`config.mk`:
```
export PLATFORM = sky130hd
export DESIGN_NAME = colour_cell_allocator
export DESIGN_NICKNAME = d
export VERILOG_FILES = /design/src/rtl/cca_pkg.sv /design/src/rtl/cca_front.sv /design/src/rtl/cca_queue.sv /design/src/rtl/cca_back.sv /design/src/rtl/colour_cell_allocator.sv
export SDC_FILE = /design/constraint.sdc
export NUM_CORES = 1
export LEC_CHECK = 0
export BUFFER_PORTS_ARGS = -buffer_cell sky130_fd_sc_hd__buf_2
export CAP_MARGIN = 15
export CORE_MARGIN = 1
export CORE_UTILIZATION = 56
export DETAILED_ROUTE_END_ITERATION = 10
export PLACE_DENSITY = 0.86
export SYNTH_ARGS = -nofsm -noshare
export SYNTH_HDL_FRONTEND = slang
export SYNTH_SLANG_ARGS = --single-unit
```
`constraint.sdc`:
```
create_clock -name aclk -period 3.3 [get_ports aclk]
set_input_delay 0.33 -clock aclk [delete_from_list [all_inputs] [get_ports aclk]]
set_output_delay 0.33 -clock aclk [all_outputs]
set_load 0.005 [all_outputs]
```
`src/rtl/cca_pkg.sv`:
```
package cca_pkg;

    localparam int BIT_W  = 4;
    localparam int WORD_W = 16;

    localparam logic [2:0] ST_GRANTED       = 3'd0;
    localparam logic [2:0] ST_INSUFFICIENT  = 3'd1;
    localparam logic [2:0] ST_FREED         = 3'd2;
    localparam logic [2:0] ST_NOT_ALLOCATED = 3'd3;
    localparam logic [2:0] ST_BAD           = 3'd4;

    localparam logic ACT_ALLOC = 1'b0;

    typedef struct packed {
        logic       action;
        logic [6:0] request_count;
        logic [8:0] minimum_cells;
        logic [7:0] cell_index;
    } in_item_t;

    typedef struct packed {
        logic [2:0] status;
        logic [7:0] granted_cell;
        logic       last;
        logic [8:0] free_cells;
    } out_item_t;

    typedef enum logic [1:0] {
        CMD_ALLOC  = 2'd0,
        CMD_FREE   = 2'd1,
        CMD_BAD    = 2'd2,
        CMD_NOFREE = 2'd3
    } cmd_kind_t;

    typedef struct packed {
        cmd_kind_t  kind;
        logic [6:0] count;
        logic [8:0] minimum;
        logic [7:0] cell_idx;
    } cmd_t;

endpackage

```
`src/rtl/cca_front.sv`:
```
module cca_front #(
    parameter int CELLS     = 256,
    parameter int MAX_GRANT = 64
) (
    input  logic              aclk,
    input  logic              aresetn,
    input  logic              s_valid,
    output logic              s_ready,
    input  cca_pkg::in_item_t s_item,
    output logic              f_valid,
    input  logic              f_ready,
    output cca_pkg::cmd_t     f_cmd
);
    import cca_pkg::*;

    localparam int FCW   = $clog2(CELLS + 1);
    localparam int IDX_W = (FCW > 8) ? FCW : 8;

    logic valid_reg;
    logic valid_next;
    cmd_t cmd_reg;
    cmd_t cmd_next;

    always_comb begin
        cmd_next          = cmd_reg;
        cmd_next.count    = (s_item.request_count > 7'(MAX_GRANT)) ?
                            7'(MAX_GRANT) : s_item.request_count;
        cmd_next.minimum  = s_item.minimum_cells;
        cmd_next.cell_idx = s_item.cell_index;
        if (s_item.action == ACT_ALLOC) begin
            if (s_item.request_count == 7'd0 || s_item.minimum_cells == 9'd0) begin
                cmd_next.kind = CMD_BAD;
            end else begin
                cmd_next.kind = CMD_ALLOC;
            end
        end else if (IDX_W'(s_item.cell_index) < IDX_W'(CELLS)) begin
            cmd_next.kind = CMD_FREE;
        end else begin
            cmd_next.kind = CMD_NOFREE;
        end
    end

    assign s_ready = !valid_reg || f_ready;
    assign f_valid = valid_reg;
    assign f_cmd   = cmd_reg;

    always_comb begin
        valid_next = valid_reg;
        if (s_ready) begin
            valid_next = s_valid;
        end
    end

    always_ff @(posedge aclk) begin
        if (!aresetn) begin
            valid_reg <= 1'b0;
        end else begin
            valid_reg <= valid_next;
        end
        if (s_valid && s_ready) begin
            cmd_reg <= cmd_next;
        end
    end

endmodule

```
`src/rtl/cca_queue.sv`:
```
module cca_queue (
    input  logic          aclk,
    input  logic          aresetn,
    input  logic          in_valid,
    output logic          in_ready,
    input  cca_pkg::cmd_t in_cmd,
    output logic          q_valid,
    input  logic          q_pop,
    output cca_pkg::cmd_t q_cmd
);
    import cca_pkg::*;

    cmd_t       entry_reg [2];
    logic       wr_ptr_reg;
    logic       wr_ptr_next;
    logic       rd_ptr_reg;
    logic       rd_ptr_next;
    logic [1:0] count_reg;
    logic [1:0] count_next;
    logic       push;

    assign in_ready = (count_reg != 2'd2);
    assign q_valid  = (count_reg != 2'd0);
    assign q_cmd    = entry_reg[rd_ptr_reg];
    assign push     = in_valid && in_ready;

    always_comb begin
        wr_ptr_next = push ? !wr_ptr_reg : wr_ptr_reg;
        rd_ptr_next = q_pop ? !rd_ptr_reg : rd_ptr_reg;
        count_next  = count_reg + 2'(push) - 2'(q_pop);
    end

    always_ff @(posedge aclk) begin
        if (!aresetn) begin
            wr_ptr_reg <= 1'b0;
            rd_ptr_reg <= 1'b0;
            count_reg  <= 2'd0;
        end else begin
            wr_ptr_reg <= wr_ptr_next;
            rd_ptr_reg <= rd_ptr_next;
            count_reg  <= count_next;
        end
        if (push) begin
            entry_reg[wr_ptr_reg] <= in_cmd;
        end
    end

endmodule

```
`src/rtl/cca_back.sv`:
```
module cca_back #(
    parameter int CELLS = 256
) (
    input  logic               aclk,
    input  logic               aresetn,
    input  logic               q_valid,
    input  cca_pkg::cmd_t      q_cmd,
    output logic               q_pop,
    output logic               m_valid,
    input  logic               m_ready,
    output cca_pkg::out_item_t m_item
);
    import cca_pkg::*;

    localparam int FCW    = $clog2(CELLS + 1);
    localparam int ROWS   = (CELLS + WORD_W - 1) / WORD_W;
    localparam int ROW_AW = (ROWS > 1) ? $clog2(ROWS) : 1;
    localparam int CMP_W  = (FCW > 9) ? FCW : 9;
    localparam int PAD_W  = ROW_AW + BIT_W + 1;

    typedef enum logic [3:0] {
        S_IDLE = 4'b0001,
        S_RD   = 4'b0010,
        S_SCAN = 4'b0100,
        S_FCHK = 4'b1000
    } state_t;

    state_t              state_reg;
    state_t              state_next;
    logic [ROW_AW-1:0]   row_reg;
    logic [ROW_AW-1:0]   row_next;
    logic [BIT_W-1:0]    bit_reg;
    logic [BIT_W-1:0]    bit_next;
    logic [6:0]          rem_reg;
    logic [6:0]          rem_next;
    logic [FCW-1:0]      fc_reg;
    logic [FCW-1:0]      fc_next;
    logic                is_free_reg;
    logic                is_free_next;
    logic                fresh_reg;
    logic                fresh_next;
    logic [WORD_W-1:0]   word_reg;
    logic [WORD_W-1:0]   word_next;
    logic [ROWS-1:0]     row_valid_reg;
    logic [ROWS-1:0]     row_valid_next;
    logic                m_valid_reg;
    logic                m_valid_next;
    out_item_t           m_item_reg;
    out_item_t           m_item_next;

    logic [WORD_W-1:0]   mem [ROWS];
    logic [WORD_W-1:0]   rd_data_reg;
    logic                rvalid_reg;
    logic                mem_we;
    logic [WORD_W-1:0]   mem_wdata;

    logic [WORD_W-1:0]   pad;
    logic [WORD_W-1:0]   eff;
    logic [WORD_W-1:0]   word_cur;
    logic [BIT_W-1:0]    sel;
    logic                any_free;
    logic                slot;
    logic                emit;
    logic                last_grant;
    logic [FCW-1:0]      fc_dec;
    logic [FCW-1:0]      fc_inc;

    assign m_valid = m_valid_reg;
    assign m_item  = m_item_reg;
    assign slot    = !m_valid_reg || m_ready;
    assign fc_dec  = fc_reg - FCW'(1);
    assign fc_inc  = fc_reg + FCW'(1);

    always_comb begin
        for (int b = 0; b < WORD_W; b++) begin
            pad[b] = ({1'b0, row_reg, BIT_W'(b)} >= PAD_W'(CELLS));
        end
        eff      = (rvalid_reg ? rd_data_reg : '0) | pad;
        word_cur = fresh_reg ? eff : word_reg;
        any_free = !(&word_cur);
        sel      = '0;
        for (int b = WORD_W - 1; b >= 0; b--) begin
            if (!word_cur[b]) begin
                sel = BIT_W'(b);
            end
        end
        last_grant = (rem_reg == 7'd1) || (fc_reg == FCW'(1));
    end

    always_comb begin
        state_next     = state_reg;
        row_next       = row_reg;
        bit_next       = bit_reg;
        rem_next       = rem_reg;
        fc_next        = fc_reg;
        is_free_next   = is_free_reg;
        fresh_next     = fresh_reg;
        word_next      = word_reg;
        row_valid_next = row_valid_reg;
        m_item_next    = m_item_reg;
        emit           = 1'b0;
        q_pop          = 1'b0;
        mem_we         = 1'b0;
        mem_wdata      = word_cur;

        case (state_reg)
            S_IDLE: begin
                if (q_valid && slot) begin
                    q_pop                   = 1'b1;
                    m_item_next.last        = 1'b1;
                    m_item_next.free_cells  = 9'(fc_reg);
                    m_item_next.granted_cell = 8'd0;
                    case (q_cmd.kind)
                        CMD_BAD: begin
                            emit               = 1'b1;
                            m_item_next.status = ST_BAD;
                        end
                        CMD_NOFREE: begin
                            emit                     = 1'b1;
                            m_item_next.status       = ST_NOT_ALLOCATED;
                            m_item_next.granted_cell = q_cmd.cell_idx;
                        end
                        CMD_FREE: begin
                            row_next     = ROW_AW'(q_cmd.cell_idx >> BIT_W);
                            bit_next     = q_cmd.cell_idx[BIT_W-1:0];
                            is_free_next = 1'b1;
                            state_next   = S_RD;
                        end
                        CMD_ALLOC: begin
                            if (CMP_W'(q_cmd.minimum) > CMP_W'(fc_reg)) begin
                                emit               = 1'b1;
                                m_item_next.status = ST_INSUFFICIENT;
                            end else begin
                                rem_next     = q_cmd.count;
                                row_next     = '0;
                                is_free_next = 1'b0;
                                state_next   = S_RD;
                            end
                        end
                        default: begin
                            state_next = S_IDLE;
                        end
                    endcase
                end
            end
            S_RD: begin
                fresh_next = 1'b1;
                state_next = is_free_reg ? S_FCHK : S_SCAN;
            end
            S_SCAN: begin
                if (!any_free) begin
                    row_next   = row_reg + ROW_AW'(1);
                    state_next = S_RD;
                end else if (slot) begin
                    mem_we                   = 1'b1;
                    mem_wdata                = word_cur | (WORD_W'(1) << sel);
                    word_next                = mem_wdata;
                    fresh_next               = 1'b0;
                    fc_next                  = fc_dec;
                    rem_next                 = rem_reg - 7'd1;
                    emit                     = 1'b1;
                    m_item_next.status       = ST_GRANTED;
                    m_item_next.granted_cell = 8'({row_reg, sel});
                    m_item_next.last         = last_grant;
                    m_item_next.free_cells   = 9'(fc_dec);
                    if (last_grant) begin
                        state_next = S_IDLE;
                    end
                end
            end
            S_FCHK: begin
                if (slot) begin
                    emit                     = 1'b1;
                    m_item_next.granted_cell = 8'({row_reg, bit_reg});
                    m_item_next.last         = 1'b1;
                    state_next               = S_IDLE;
                    if (word_cur[bit_reg]) begin
                        mem_we                 = 1'b1;
                        mem_wdata              = word_cur & ~(WORD_W'(1) << bit_reg);
                        fc_next                = fc_inc;
                        m_item_next.status     = ST_FREED;
                        m_item_next.free_cells = 9'(fc_inc);
                    end else begin
                        m_item_next.status     = ST_NOT_ALLOCATED;
                        m_item_next.free_cells = 9'(fc_reg);
                    end
                end
            end
            default: begin
                state_next = S_IDLE;
            end
        endcase

        if (mem_we) begin
            row_valid_next[row_reg] = 1'b1;
        end
        m_valid_next = emit ? 1'b1 : (m_ready ? 1'b0 : m_valid_reg);
    end

    always_ff @(posedge aclk) begin
        if (mem_we) begin
            mem[row_reg] <= mem_wdata;
        end
        rd_data_reg <= mem[row_reg];
    end

    always_ff @(posedge aclk) begin
        if (!aresetn) begin
            state_reg     <= S_IDLE;
            fc_reg        <= FCW'(CELLS);
            row_valid_reg <= '0;
            m_valid_reg   <= 1'b0;
        end else begin
            state_reg     <= state_next;
            fc_reg        <= fc_next;
            row_valid_reg <= row_valid_next;
            m_valid_reg   <= m_valid_next;
        end
        rvalid_reg  <= row_valid_reg[row_reg];
        row_reg     <= row_next;
        bit_reg     <= bit_next;
        rem_reg     <= rem_next;
        is_free_reg <= is_free_next;
        fresh_reg   <= fresh_next;
        word_reg    <= word_next;
        m_item_reg  <= m_item_next;
    end

endmodule

```
`src/rtl/colour_cell_allocator.sv`:
```
// Channel  Ports                      Carries
// input    s_valid s_ready s_item     one allocate or free request
// result   m_valid m_ready m_item     one result; last marks the end of a request
//
// A request passes a register and a two-entry queue before it reaches the sequencer.
// Sequencer steps: a free reads a row, then checks the bit; an allocate reads, then scans
// each bitmap row of 16 cells it visits via the single read port, one grant per cycle
// unless stalled. Bad and insufficient requests read no row; each result is registered once.
// No clearing pass after reset: per-row valid flags read unwritten rows as free.
// A stalled result holds the sequencer; the queue keeps taking requests until it is full.
module colour_cell_allocator #(
    parameter int CELLS     = 256,
    parameter int MAX_GRANT = 64
) (
    input  logic               aclk,
    input  logic               aresetn,
    input  logic               s_valid,
    output logic               s_ready,
    input  cca_pkg::in_item_t  s_item,
    output logic               m_valid,
    input  logic               m_ready,
    output cca_pkg::out_item_t m_item
);
    import cca_pkg::*;

    logic f_valid;
    logic q_ready;
    cmd_t f_cmd;
    logic q_valid;
    logic q_pop;
    cmd_t q_cmd;

    cca_front #(
        .CELLS     (CELLS),
        .MAX_GRANT (MAX_GRANT)
    ) u_front (
        .aclk    (aclk),
        .aresetn (aresetn),
        .s_valid (s_valid),
        .s_ready (s_ready),
        .s_item  (s_item),
        .f_valid (f_valid),
        .f_ready (q_ready),
        .f_cmd   (f_cmd)
    );

    cca_queue u_queue (
        .aclk     (aclk),
        .aresetn  (aresetn),
        .in_valid (f_valid),
        .in_ready (q_ready),
        .in_cmd   (f_cmd),
        .q_valid  (q_valid),
        .q_pop    (q_pop),
        .q_cmd    (q_cmd)
    );

    cca_back #(
        .CELLS (CELLS)
    ) u_back (
        .aclk    (aclk),
        .aresetn (aresetn),
        .q_valid (q_valid),
        .q_cmd   (q_cmd),
        .q_pop   (q_pop),
        .m_valid (m_valid),
        .m_ready (m_ready),
        .m_item  (m_item)
    );

    a_single_last : assert property (@(posedge aclk) disable iff (!aresetn)
        m_valid && m_item.status != ST_GRANTED |-> m_item.last)
        else $error("non-grant result without last");

    a_unused_cell : assert property (@(posedge aclk) disable iff (!aresetn)
        m_valid && (m_item.status == ST_INSUFFICIENT || m_item.status == ST_BAD)
        |-> m_item.granted_cell == 8'd0)
        else $error("granted_cell not zero on rejected request");

    a_queue_hold : assert property (@(posedge aclk) disable iff (!aresetn)
        q_valid && !q_pop |=> q_valid)
        else $error("queue lost an item without a pop");

    a_front_hold : assert property (@(posedge aclk) disable iff (!aresetn)
        f_valid && !q_ready |=> f_valid && $stable(f_cmd))
        else $error("front dropped a stalled item");

endmodule
```
# --- Word level (Yosys, flattened, before mapping) ---
# Memories as Yosys holds them, arrays and structs flattened. A register that Yosys moved wholly into a read port is not among the register bits.
# Cells that the tools add are included.
totals:
  register_bits: 116
  latch_bits: 0
  mem_bits_rw: 308
  rom_bits: 0
  memories: 2
classes:
  addsub: 6
  n_mul: 0
  n_div: 0
  order_cmp: 5
  eq_ne: 24
  n_shift: 2
  mux: 88
  n_bitwise: 5
  n_reduce_logical: 34
mem_list:
  columns: ["memory", "words", "width", "rd", "rd_ports_with_merged_regs", "write_ports", "line_no", "source"]
  rows:
  - ["u_back.mem", 16, 16, 1, 1, 1, "cca_back.sv:51", "logic [WORD_W-1:0] mem [ROWS];"]
  - ["u_queue.entry_reg", 2, 26, 1, 1, 1, "cca_queue.sv:13", "cmd_t entry_reg [2];"]
ops:
  columns: ["operator", "count"]
  rows:
  - ["$mux 4", 26]
  - ["$mux 16", 6]
  - ["$mux 21", 4]
  - ["$pmux 21 s3", 1]
  - ["$mux 9", 4]
  - ["$mux 7", 5]
  - ["$or 16x16->16", 2]
  - ["$pmux 16 s2", 1]
  - ["$shl 1x4->16 const A", 2]
  - ["$pmux 4 s2", 3]
  - ["$mux 1", 23]
  - ["$pmux 9 s2", 1]
  - ["$and 16x16->16", 1]
  - ["$not 16->16", 1]
  - ["$pmux 4 s4", 1]
  - ["$reduce_and 16->1", 1]
  - ["$pmux 7 s2", 1]
  - ["$reduce_and 6->1", 2]
  - ["$reduce_bool 2->1", 6]
  - ["$lt 4x5->1 const B", 2]
  - ["$ne 2x2->1 const B", 5]
  - ["$reduce_and 5->1", 2]
  - ["$add 9x1->9 const B", 1]
  - ["$eq 9x1->1 const B", 1]
  - ["40 further kinds", 62]

# --- Logic depth before layout (Yosys ltp) ---
# Gate-level depths: netlist (run 1).
logic_depth:
  word_depth: 23
  depth_mapped: 13

# --- Hierarchy ---
# From an unflattened synthesis (run 1), not the netlist that was laid out.
unflattened:
  hier_cells: 1164
  area_unflattened_um2: 18955.7
modules_own_cells:
  columns: ["mod", "instances", "cells_per_inst", "area_per_inst_um2"]
  rows:
  - ["cca_back", 1, 1011, 15890.2]
  - ["cca_queue", 1, 109, 2148.3]
  - ["cca_front", 1, 44, 917.1]

# --- Least setup slack after synthesis (run 1) ---
# Ideal clock, no wire load.
synth_timing:
  kind: "flip-flop to flip-flop"
  from: "reg (tool-made name)"
  to: "reg u_back.rem_reg[0] (enable)"
  setup_time_ns: 0.373
  arrival_time_ns: 2.960
  required_time_ns: 2.927
  setup_slack_ns: -0.033
  path_stages_with_launch: 12
  path_buffers: 3
  path_cell_list: "dfxtp_1 clkbuf_1 buf_1 clkbuf_1 mux2_2 ha_1 nand4_1 nor3_1 a21oi_1 o21ai_0 nand2_1 a21oi_1"
synth_lines:
  columns: ["element", "line_no", "source"]
  rows:
  - ["end signal: assignment", "cca_back.sv:222", "rem_reg <= rem_next;"]
  - ["end: declaration", "cca_back.sv:34", "logic [6:0] rem_reg;"]

# --- Worst setup path in the final report (run 1) ---
layout_timing:
  from: "reg u_back.fresh_reg"
  to: "mem u_back.mem[3][2] (enable)"
layout_via:
  elab_chain_len: 8
  elab_cells_between_ends: 10
layout_rtl:
  columns: ["element", "line_no", "source"]
  rows:
  - ["start: declaration", "cca_back.sv:40", "logic fresh_reg;"]
  - ["start signal: assignment", "cca_back.sv:224", "fresh_reg <= fresh_next;"]
  - ["$mux 16 *", "cca_back.sv:79", "word_cur = fresh_reg ? eff : word_reg;"]
  - ["$bmux 1 s4", "cca_back.sv:177", "if (word_cur[bit_reg]) begin"]
  - ["$mux 1 (implied by the code)", "cca_back.sv:177", null]
  - ["$mux 1", "cca_back.sv:177", null]
  - ["$mux 1", "cca_back.sv:172", "if (slot) begin"]
  - ["$pmux 1 s2 *", "cca_back.sv:106", "case (state_reg)"]
  - ["$mux 1 *", "cca_back.sv:201", "if (mem_we) begin"]
  - ["$mux 1 (implied by the code) *", "cca_back.sv:202", "mem[row_reg] <= mem_wdata;"]
  - ["end: declaration", "cca_back.sv:51", null]
# Every way passes the cells marked *; elsewhere a longest branch is shown, timed or not. The select of a mux whose other input is x is not followed.

==> impl_metrics.csv, run 1 <==
group,metric,value,unit
synth,avgSynthCellArea,16.7,sq um
power_and_ir_drop,irDropWorstVdd,0.441,mV
global_route,grt_pass1_wl,69500,um
detailed_routing,dr.pass1.iters,6,
detailed_routing,vias,11300,
critical_path,crit_chain,"and2_1 > a21oi_1 > mux4_2 > o22ai_4 > o21ai_4 > o21ai_4 > buf_12 > and3_1 > buf_12",
global_route,use_met3,0.0574,
layout,syn2layout_area_growth,15.8,%
detailed_routing,wl_per_cell,26.9,um
clocking,clockRootBuffer,"clkbuf_16",
critical_path,cp-end-kind,"flip-flop",
floorplanning,die_y,185,um
global_route,grt_start_max_net_pins,56,
layout,nFillCells,2089,
sta,slew_viol_final,0,
placement,portBuffers,51,
power_and_ir_drop,p_per_area,668,nW/um^2
clocking,numCtsBuffers,43,
synth,ys_async_sr_fraction,0,
critical_path,path_class,"reg2reg",
power_and_ir_drop,p_leak,7.41,nW
clocking,post_cts_resized,0,
power_and_ir_drop,seqPwrFrac,0.470,
detailed_routing,drt_wl_total,46600,um
critical_path,max_stage_delay,0.54,ns
synth,netlist_instances,1124,
layout,largest_register_ffs,256,
sta,fin_tns_setup,0,ns
synth,netlist_area,18700,sq um
synth,synth.yosys.seq_area_share,0.679,
layout,layout_commonest_cell,"edfxtp_1",
sta,fin_crit_sh,0.934,
placement,place_congestion,0.984,
critical_path,critPathMaxFanout,33,
global_route,grt_overflow,0,
job,maxCapViolCount,0,
clocking,htreeDepth,2,
critical_path,critPathBufInv,2,
synth,yosysUniqueCellTypes,94,
floorplanning,dieWidth,185,um
global_route,first_global_vias,11100,
floorplanning,start_util,0.572,
detailed_routing,drtAntennaViolNets,0,
global_route,track_usage,0.281,
layout,fin_util,0.663,
sta,finalHoldViolCount,0,
critical_path,cp-start-kind,"flip-flop",
clocking,clockBufferDepth,3,
critical_path,worstPathArrival,3.33,ns
floorplanning,top_level_ports,52,
layout,final_cell_mix,"388 x edfxtp_1, 88 x mux4_2, 54 x nand2_1, 53 x dfxtp_1, 53 x buf_4",
sta,tightest_slew,0.740,ns
sta,rsz0062_at_grt,"false",
floorplanning,dieArea,34200,sq um
sta,setup_viol,0,
detailed_routing,drt_iter0_drc,1636,
global_route,grt_use_met1,0.388,
synth,synth-edff-count,388,
clocking,cts.clk_slew.worst_paths,0.06,ns
global_route,met2_usage,0.446,
global_route,busiest_layer,"met2",
layout,nNetsFinal,1308,
detailed_routing,drc,0,
sta,period_minus_slack,3.08,ns
hold_path,worstHoldPathType,"in2reg",
synth,yosys_register_bits,441,
power_and_ir_drop,p_sw_frac,0.265,
sta,max_freq,324,MHz
clocking,clock-sinks,441,
layout,num_antenna_cells,0,
critical_path,crit_family,"compound AO/OA/AOI/OAI gates",
critical_path,slowest_stage,"mux4_2",
clocking,clk_latency,0.55,ns
power_and_ir_drop,clkPwrFrac,0.349,
power_and_ir_drop,p_int,10.6,mW
power_and_ir_drop,p_switching,3.84,mW
synth,syn_nets,1176,
synth,synth_flop_cell,"edfxtp_1",
sta,maxSlewHeadroom,0.505,
floorplanning,core,32700,sq um
detailed_routing,vias_per_cell,6.54,
layout,layout-drive-gt1-share,0.254,
clocking,cts_tree,"yes",
sta,skew,0.0291,ns
run_status,status,"finished, final reports clean",
sta,fin_ws,0.218,ns
global_route,antenna_found_initial,0,
power_and_ir_drop,comb_power_share,0.181,
placement,dp_slack,0.349,ns
floorplanning,row_count,66,
placement,place_hpwl,29900,um
synth,yosysWarnings,0,
critical_path,cp_data_required_time,3.55,ns
[kinds of logic (layout without fill, tap and decap cells)]
group | Yosys count | in the layout | synth area share
buffers and inverters | 82 | 249 | 0.0216
other | 1 | 1 | 0.000200
xor gates and xnor gates | 19 | 19 | 0.00889
and+or+nand+nor | 261 | 261 | 0.0789
adders and majority gates | 23 | 23 | 0.0154
muxes | 119 | 119 | 0.124
AOI/OAI and AO/OA | 178 | 178 | 0.0723
DFF | 441 | 441 | 0.679
[stage by stage]
step                cell area (sq um)  hold WS [ns]  cells  power [mW]
floorplan                       18700         0.421   1124        8.46
global placement                20000         0.425   1635        9.35
detailed placement              20000         0.429   1635        9.41
CTS                             21700        0.0626   1733        14.5
global route                    21700        0.0875   1733        14.9
finish                          21700        0.0643   1733        14.5
[tightest hold or removal path: cells and delay by family]
| kind | cells | cell delay [ns] |
|---|---|---|
| AOI/OAI and AO/OA | 1 | 0.11 |
| buffers and inverters | 2 | 0.13 |
[path summary, 6_finish.rpt]
kind,startpoint,to,slack (ns),cells past startpoint
worst max-delay path,u_back.fresh_reg$_DFFE_PP_,u_back.mem[3][2]$_DFFE_PP_,0.22,9
worst min-delay path,s_valid,u_front.f_valid$_SDFFE_PN0N_,0.06,3
worst max register to register,u_back.fresh_reg$_DFFE_PP_,u_back.mem[3][2]$_DFFE_PP_,0.22,9
worst min register to register,u_front.f_cmd[1]$_DFFE_PP_,u_queue.entry_reg[1][1]$_DFFE_PP_,0.44,0
[per-layer routing]
| layer | vias up | wire length [um] |
|---|---|---|
| met5 | - | 0 |
| met4 | 0 | 1580 |
| met3 | 97 | 4750 |
| met2 | 755 | 22300 |
| met1 | 5707 | 17900 |
| li1 | 4771 | - |
[power by group through the flow]
stage                     Sequential (mW)  Clock, mW  Combinational (mW)
after floorplan                      6.74          0                1.72
after global placement               6.89          0                2.46
after detailed placement             6.90          0                2.50
after CTS                            6.79       5.09                2.59
after global routing                 6.83       5.29                2.78
final                                6.80       5.06                2.62
[layout make-up]
type / count / area [sq um] / area share
clock buffers: 55 / 1160 / 0.0536
clock inverters: 25 / 299 / 0.0138
inverters: 27 / 101 / 0.00467
multi-input cells: 601 / 5620 / 0.259
flip-flops and latches: 441 / 12700 / 0.586
well taps: 442 / 553 / 0.0255
repair buffers: 142 / 1230 / 0.0569
[synth_stat cells (18+ instances only)]
cell / n / area (sq um)
a21oi_1: 35 / 175
ha_1: 23 / 288
inv_1: 24 / 90.1
nor2_1: 44 / 165
dfxtp_1: 53 / 1060
edfxtp_1: 388 / 11700
nand2_1: 54 / 203
and2_1: 18 / 113
nor2b_1: 26 / 163
nand3_1: 21 / 105
and3_1: 24 / 150
o21ai_0: 38 / 190
mux4_2: 88 / 1980
clkbuf_1: 29 / 109
[what timing repair did]
item	in CTS	in global routing
hold buffers	18	0
buffers inserted	0	0
endpoints found under the hold margin	18	0
Note: power is estimated with default switching activity, not from simulation.
==> run 2, diff against run 1 <==
--- a/config.mk
+++ b/config.mk
@@ -7,10 +7,12 @@
 export LEC_CHECK = 0
 export BUFFER_PORTS_ARGS = -buffer_cell sky130_fd_sc_hd__buf_2
 export CAP_MARGIN = 15
+export CELL_PAD_IN_SITES_DETAIL_PLACEMENT = 1
+export CELL_PAD_IN_SITES_GLOBAL_PLACEMENT = 1
 export CORE_MARGIN = 1
-export CORE_UTILIZATION = 56
+export CORE_UTILIZATION = 48
 export DETAILED_ROUTE_END_ITERATION = 10
-export PLACE_DENSITY = 0.86
+export PLACE_DENSITY = 0.85
 export SYNTH_ARGS = -nofsm -noshare
 export SYNTH_HDL_FRONTEND = slang
 export SYNTH_SLANG_ARGS = --single-unit
==> run 2 against run 1 <==
Fmax decreased by 3.2%. Clock power increased by 5.1%. Critical path depth unchanged. Cell count increased by 4.3%.
==> impl_metrics.csv, run 2 (synthesis results as in run 1) <==
group,metric,value,unit
run_status,status,"finished, final reports clean",
sta,fin_tns_setup,0,ns
floorplanning,die_y,199,um
sta,skew,0.0345,ns
sta,setup_viol,0,
detailed_routing,vias,11400,
power_and_ir_drop,irDropWorstVdd,0.448,mV
clocking,clock-sinks,441,
placement,place_hpwl,33300,um
sta,max_freq,314,MHz
global_route,first_global_vias,12000,
placement,place_congestion,0.932,
critical_path,path_class,"reg2reg",
layout,layout-drive-gt1-share,0.258,
placement,dp_slack,0.284,ns
clocking,clk_latency,0.60,ns
detailed_routing,vias_per_cell,6.31,
critical_path,worstPathArrival,3.48,ns
clocking,clockBufferDepth,3,
floorplanning,core,38000,sq um
clocking,cts.clk_slew.worst_paths,0.07,ns
detailed_routing,drtAntennaViolNets,0,
placement,portBuffers,51,
sta,rsz0062_at_grt,"false",
detailed_routing,drt_wl_total,53000,um
power_and_ir_drop,p_leak,7.43,nW
layout,num_antenna_cells,0,
sta,slew_viol_final,0,
detailed_routing,drt_iter0_drc,1251,
global_route,grt_pass1_wl,78800,um
floorplanning,top_level_ports,52,
sta,finalHoldViolCount,0,
detailed_routing,dr.pass1.iters,6,
sta,maxSlewHeadroom,0.430,
floorplanning,start_util,0.492,
layout,nNetsFinal,1311,
clocking,htreeDepth,2,
hold_path,worstHoldPathType,"in2reg",
critical_path,cp_data_required_time,3.60,ns
layout,final_cell_mix,"388 x edfxtp_1, 88 x mux4_2, 57 x buf_4, 54 x nand2_1, 52 x dfxtp_1",
floorplanning,dieWidth,199,um
global_route,track_usage,0.276,
clocking,cts_tree,"yes",
detailed_routing,drc,0,
floorplanning,row_count,71,
detailed_routing,wl_per_cell,29.3,um
critical_path,cp-end-kind,"flip-flop",
clocking,postCtsSetupBuffers,0,
global_route,grt_start_max_net_pins,47,
layout,syn2layout_area_growth,16.4,%
sta,tightest_slew,0.843,ns
job,maxCapViolCount,0,
global_route,grt_overflow,0,
sta,fin_crit_sh,0.964,
sta,period_minus_slack,3.18,ns
layout,layout_commonest_cell,"edfxtp_1",
critical_path,critPathMaxFanout,17,
clocking,clockRootBuffer,"clkbuf_16",
sta,fin_ws,0.118,ns
power_and_ir_drop,p_per_area,682,nW/um^2
clocking,numCtsBuffers,46,
floorplanning,dieArea,39800,sq um
critical_path,cp-start-kind,"flip-flop",
global_route,antenna_found_initial,0,
layout,largest_register_ffs,256,
[run 2: path summary, 6_finish.rpt]
kind | from | to | slack (ns) | cells after the start
max reg2reg | u_back.fresh_reg$_DFFE_PP_ | u_back.mem[13][14]$_DFFE_PP_ | 0.12 | 9
max | u_back.fresh_reg$_DFFE_PP_ | u_back.mem[13][14]$_DFFE_PP_ | 0.12 | 9
min | s_valid | u_front.f_valid$_SDFFE_PN0N_ | 0.03 | 3
min reg2reg | u_front.f_cmd[19]$_SDFFCE_PN0P_ | u_queue.entry_reg[1][19]$_DFFE_PP_ | 0.45 | 0
[run 2: layout make-up]
class / instances / area (sq um)
clock inverter: 23 / 250
tap: 511 / 639
inverter: 27 / 101
fill: 3534 / 16200
timing repair buffer: 142 / 1180
clock buffer: 62 / 1270
multi-input combinational: 601 / 5620
sequential: 441 / 12700
[run 2: power breakdown]
part / leakage [nW] / internal (mW) / switching, mW
sequential: 4.03 / 6.47 / 0.347
clock: 0.737 / 3.05 / 2.27
combinational: 2.67 / 1.17 / 1.55
total: 7.43 / 10.7 / 4.17
[run 2: through the flow]
| step | util | std cells | hold WS, ns | area [sq um] | power (mW) |
|---|---|---|---|---|---|
| 2_1_floorplan | - | 1124 | 0.421 | 18700 | 8.46 |
| 4_1_cts | 0.573 | 1807 | 0.0112 | 21800 | 14.8 |
| 5_1_grt | 0.573 | 1807 | 0.0483 | 21800 | 15.2 |
| 3_5_place_dp | 0.528 | 1704 | 0.435 | 20100 | 9.51 |
| 3_3_place_gp | 0.528 | 1704 | 0.425 | 20100 | 9.35 |
| 6_report | 0.573 | 1807 | 0.0313 | 21800 | 14.9 |
[run 2: repair_timing]
action / CTS / global route
hold buffers: 18 / 0
endpoints found under the setup margin: 0 / 5
hold endpoints to repair: 18 / 0
gates resized for setup: 0 / 2
[run 2: critical path, cell delays in order (launching register included)]
cell and delay (ns):
edfxtp_1 0.46, and2_1 0.42, a21oi_1 0.19, mux4_2 0.52
o22ai_4 0.24, o21ai_4 0.12, o21ai_4 0.19, buf_4 0.27
and3_1 0.27, buf_12 0.18
[run 2: routing by layer]
layer | up-vias | track usage | routed length (um)
met5 | - | 0 | 0
met4 | 0 | 0.113 | 1940
met3 | 128 | 0.0462 | 3500
met2 | 533 | 0.454 | 26000
met1 | 5960 | 0.364 | 21500
li1 | 4775 | - | -
==> run 3, diff against run 2 <==
--- a/config.mk
+++ b/config.mk
@@ -9,10 +9,12 @@
 export CAP_MARGIN = 15
 export CELL_PAD_IN_SITES_DETAIL_PLACEMENT = 1
 export CELL_PAD_IN_SITES_GLOBAL_PLACEMENT = 1
+export CORE_ASPECT_RATIO = 1.2
 export CORE_MARGIN = 1
 export CORE_UTILIZATION = 48
 export DETAILED_ROUTE_END_ITERATION = 10
 export PLACE_DENSITY = 0.85
+export SLEW_MARGIN = 20
 export SYNTH_ARGS = -nofsm -noshare
 export SYNTH_HDL_FRONTEND = slang
 export SYNTH_SLANG_ARGS = --single-unit
==> run 3 against run 2 <==
Die area about the same. Critical path depth unchanged. Global-route usage up 0.64 points. Flip-flop and latch count unchanged. Clock skew up 0.0062 ns. Sequential power about the same. Power down 1.1%. Critical path type unchanged. Highest routed layer unchanged.
==> impl_metrics.csv, run 3 (synthesis results as in run 1) <==
group,metric,value,unit
run_status,status,"finished, final reports clean",
global_route,grt_pass1_wl,80900,um
clocking,clockBufferDepth,3,
layout,final_cell_mix,"388 x edfxtp_1, 88 x mux4_2, 58 x buf_4, 54 x nand2_1, 53 x dfxtp_1",
layout,layout_commonest_cell,"edfxtp_1",
detailed_routing,drc,0,
power_and_ir_drop,p_per_area,676,nW/um^2
critical_path,critPathMaxFanout,46,
floorplanning,dieArea,39800,sq um
global_route,grt_start_max_net_pins,74,
detailed_routing,wl_met2,27700,um
layout,nNetsFinal,1307,
hold_path,worstHoldPathType,"in2reg",
layout,nFillCells,3530,
hold_path,hold_end,"u_front.f_cmd[11]$_DFFE_PP_",
clocking,postCtsSetupBuffers,0,
placement,portBuffers,51,
sta,setup_viol,0,
critical_path,path_class,"reg2reg",
critical_path,cp_data_required_time,3.65,ns
power_and_ir_drop,p_leak,7.40,nW
layout,num_antenna_cells,0,
sta,fin_crit_sh,0.954,
floorplanning,die_y,218,um
detailed_routing,drtAntennaViolNets,0,
sta,finalHoldViolCount,0,
clocking,cts.clk_slew.worst_paths,0.07,ns
power_and_ir_drop,irDropWorstVdd,0.324,mV
detailed_routing,vias_per_cell,6.34,
sta,skew,0.0407,ns
floorplanning,dieWidth,182,um
global_route,track_usage,0.282,
sta,maxSlewHeadroom,0.293,
sta,period_minus_slack,3.15,ns
layout,layout-drive-gt1-share,0.258,
placement,place_congestion,0.967,
critical_path,cp-end-kind,"flip-flop",
detailed_routing,drt_iter0_drc,1258,
critical_path,reg2regPathDepth,9,
detailed_routing,wl_per_cell,30.2,um
detailed_routing,wl_met3,4000,um
hold_path,hold_depth,1,
layout,largest_register_ffs,256,
clocking,clock-sinks,441,
sta,tightest_slew,1.06,ns
critical_path,r2r_slack,0.15,ns
critical_path,cp-start-kind,"flip-flop",
global_route,grt_overflow,0,
floorplanning,row_count,78,
clocking,htreeDepth,2,
critical_path,regToRegStartpoint,"u_back.fresh_reg$_DFFE_PP_",
global_route,antenna_found_initial,1,
critical_path,r2r_end,"u_back.mem[3][4]$_DFFE_PP_",
floorplanning,top_level_ports,52,
critical_path,worstPathArrival,3.50,ns
layout,multi_input_area,5620,sq um
layout,layout.area.seq,12700,sq um
detailed_routing,drt-met1-wl,20000,um
placement,place_hpwl,34700,um
placement,post_dp_cell_area,20100,sq um
job,maxCapViolCount,0,
layout,final_area,21700,sq um
clocking,post_cts_resized,0,
clocking,cts_tree,"yes",
sta,holdWs,0.0308,ns
global_route,first_global_vias,12300,
clocking,clockRootBuffer,"clkbuf_16",
sta,rsz0062_at_grt,"false",
sta,slew_viol_final,0,
detailed_routing,vias,11500,
clocking,clk_latency,0.58,ns
detailed_routing,routed.top_layer,"met4",
clocking,numCtsBuffers,43,
detailed_routing,dr.pass1.iters,5,
hold_path,hp-start,"s_item[11]",
sta,fin_tns_setup,0,ns
floorplanning,start_util,0.491,
sta,max_freq,318,MHz
floorplanning,core,38200,sq um
detailed_routing,drt_wl_total,54700,um
layout,syn2layout_area_growth,16.0,%
-- run 3: cell count changes in the layout (fill, tap and decap cells not counted), moves of 2 or more --
| cell | previous run | this run |
|---|---|---|
| clkbuf_16 | 47 | 44 |
| clkinv_2 | 5 | 8 |
| clkbuf_8 | 4 | 2 |
| clkbuf_1 | 11 | 8 |
| clkinv_1 | 7 | 5 |
| bufinv_16 | 4 | 6 |
-- run 3: metal layers --
layer | track usage | vias to the layer above
met4 | 0.144 | 0
met5 | 0 | -
met3 | 0.0460 | 166
met2 | 0.489 | 642
li1 | - | 4755
met1 | 0.341 | 5920
-- run 3: final cells by class --
type,count,area share
clock buffer,54,0.0533
clock inverter,26,0.0145
inverter,27,0.00467
multi-input combinational,601,0.259
sequential,441,0.585
tap,520,0.0300
timing repair buffer,141,0.0535
-- run 3: worst max-delay path, cell delays in order, from the launching register on --
cell	delay [ns]
edfxtp_1	0.43
buf_12	0.20
and4_1	0.21
o2bb2a_1	0.38
nand2_2	0.15
o21bai_4	0.07
inv_2	0.48
nand2b_1	0.24
o32ai_1	0.34
buf_4	0.35
-- run 3: what timing repair did --
item,4_1_cts,5_1_grt
endpoints found under the setup margin,0,0
hold buffers,17,0
hold endpoints to repair,17,0
-- run 3: through the flow --
step	worst slack, ns	power (mW)	instances	utilization
floorplan	0.126	8.46	1124	-
global placement	0.432	9.34	1713	0.526
detailed placement	0.311	9.48	1713	0.526
CTS	0.211	14.7	1810	0.569
global route	0.0790	15.0	1810	0.569
finish	0.152	14.7	1810	0.569
-- run 3: worst max path at each step --
| stage | start | endpoint | slack (ns) |
|---|---|---|---|
| CTS | u_back.fresh_reg$_DFFE_PP_ | u_back.mem[7][4]$_DFFE_PP_ | 0.21 |
| global placement | u_back.fresh_reg$_DFFE_PP_ | u_back.mem[14][9]$_DFFE_PP_ | 0.43 |
| finish | u_back.fresh_reg$_DFFE_PP_ | u_back.mem[3][4]$_DFFE_PP_ | 0.15 |
| detailed placement | u_back.fresh_reg$_DFFE_PP_ | u_back.mem[15][5]$_DFFE_PP_ | 0.31 |
| global route | flip-flop | u_back.row_reg[3]$_DFFE_PP_ | 0.08 |
| floorplan | flip-flop | u_back.rem_reg[0]$_DFFE_PP_ | 0.13 |
-- run 3: power breakdown --
part	internal (mW)	switching, mW
registers	6.46	0.317
clock network	2.99	2.20
logic	1.16	1.55
total	10.6	4.07
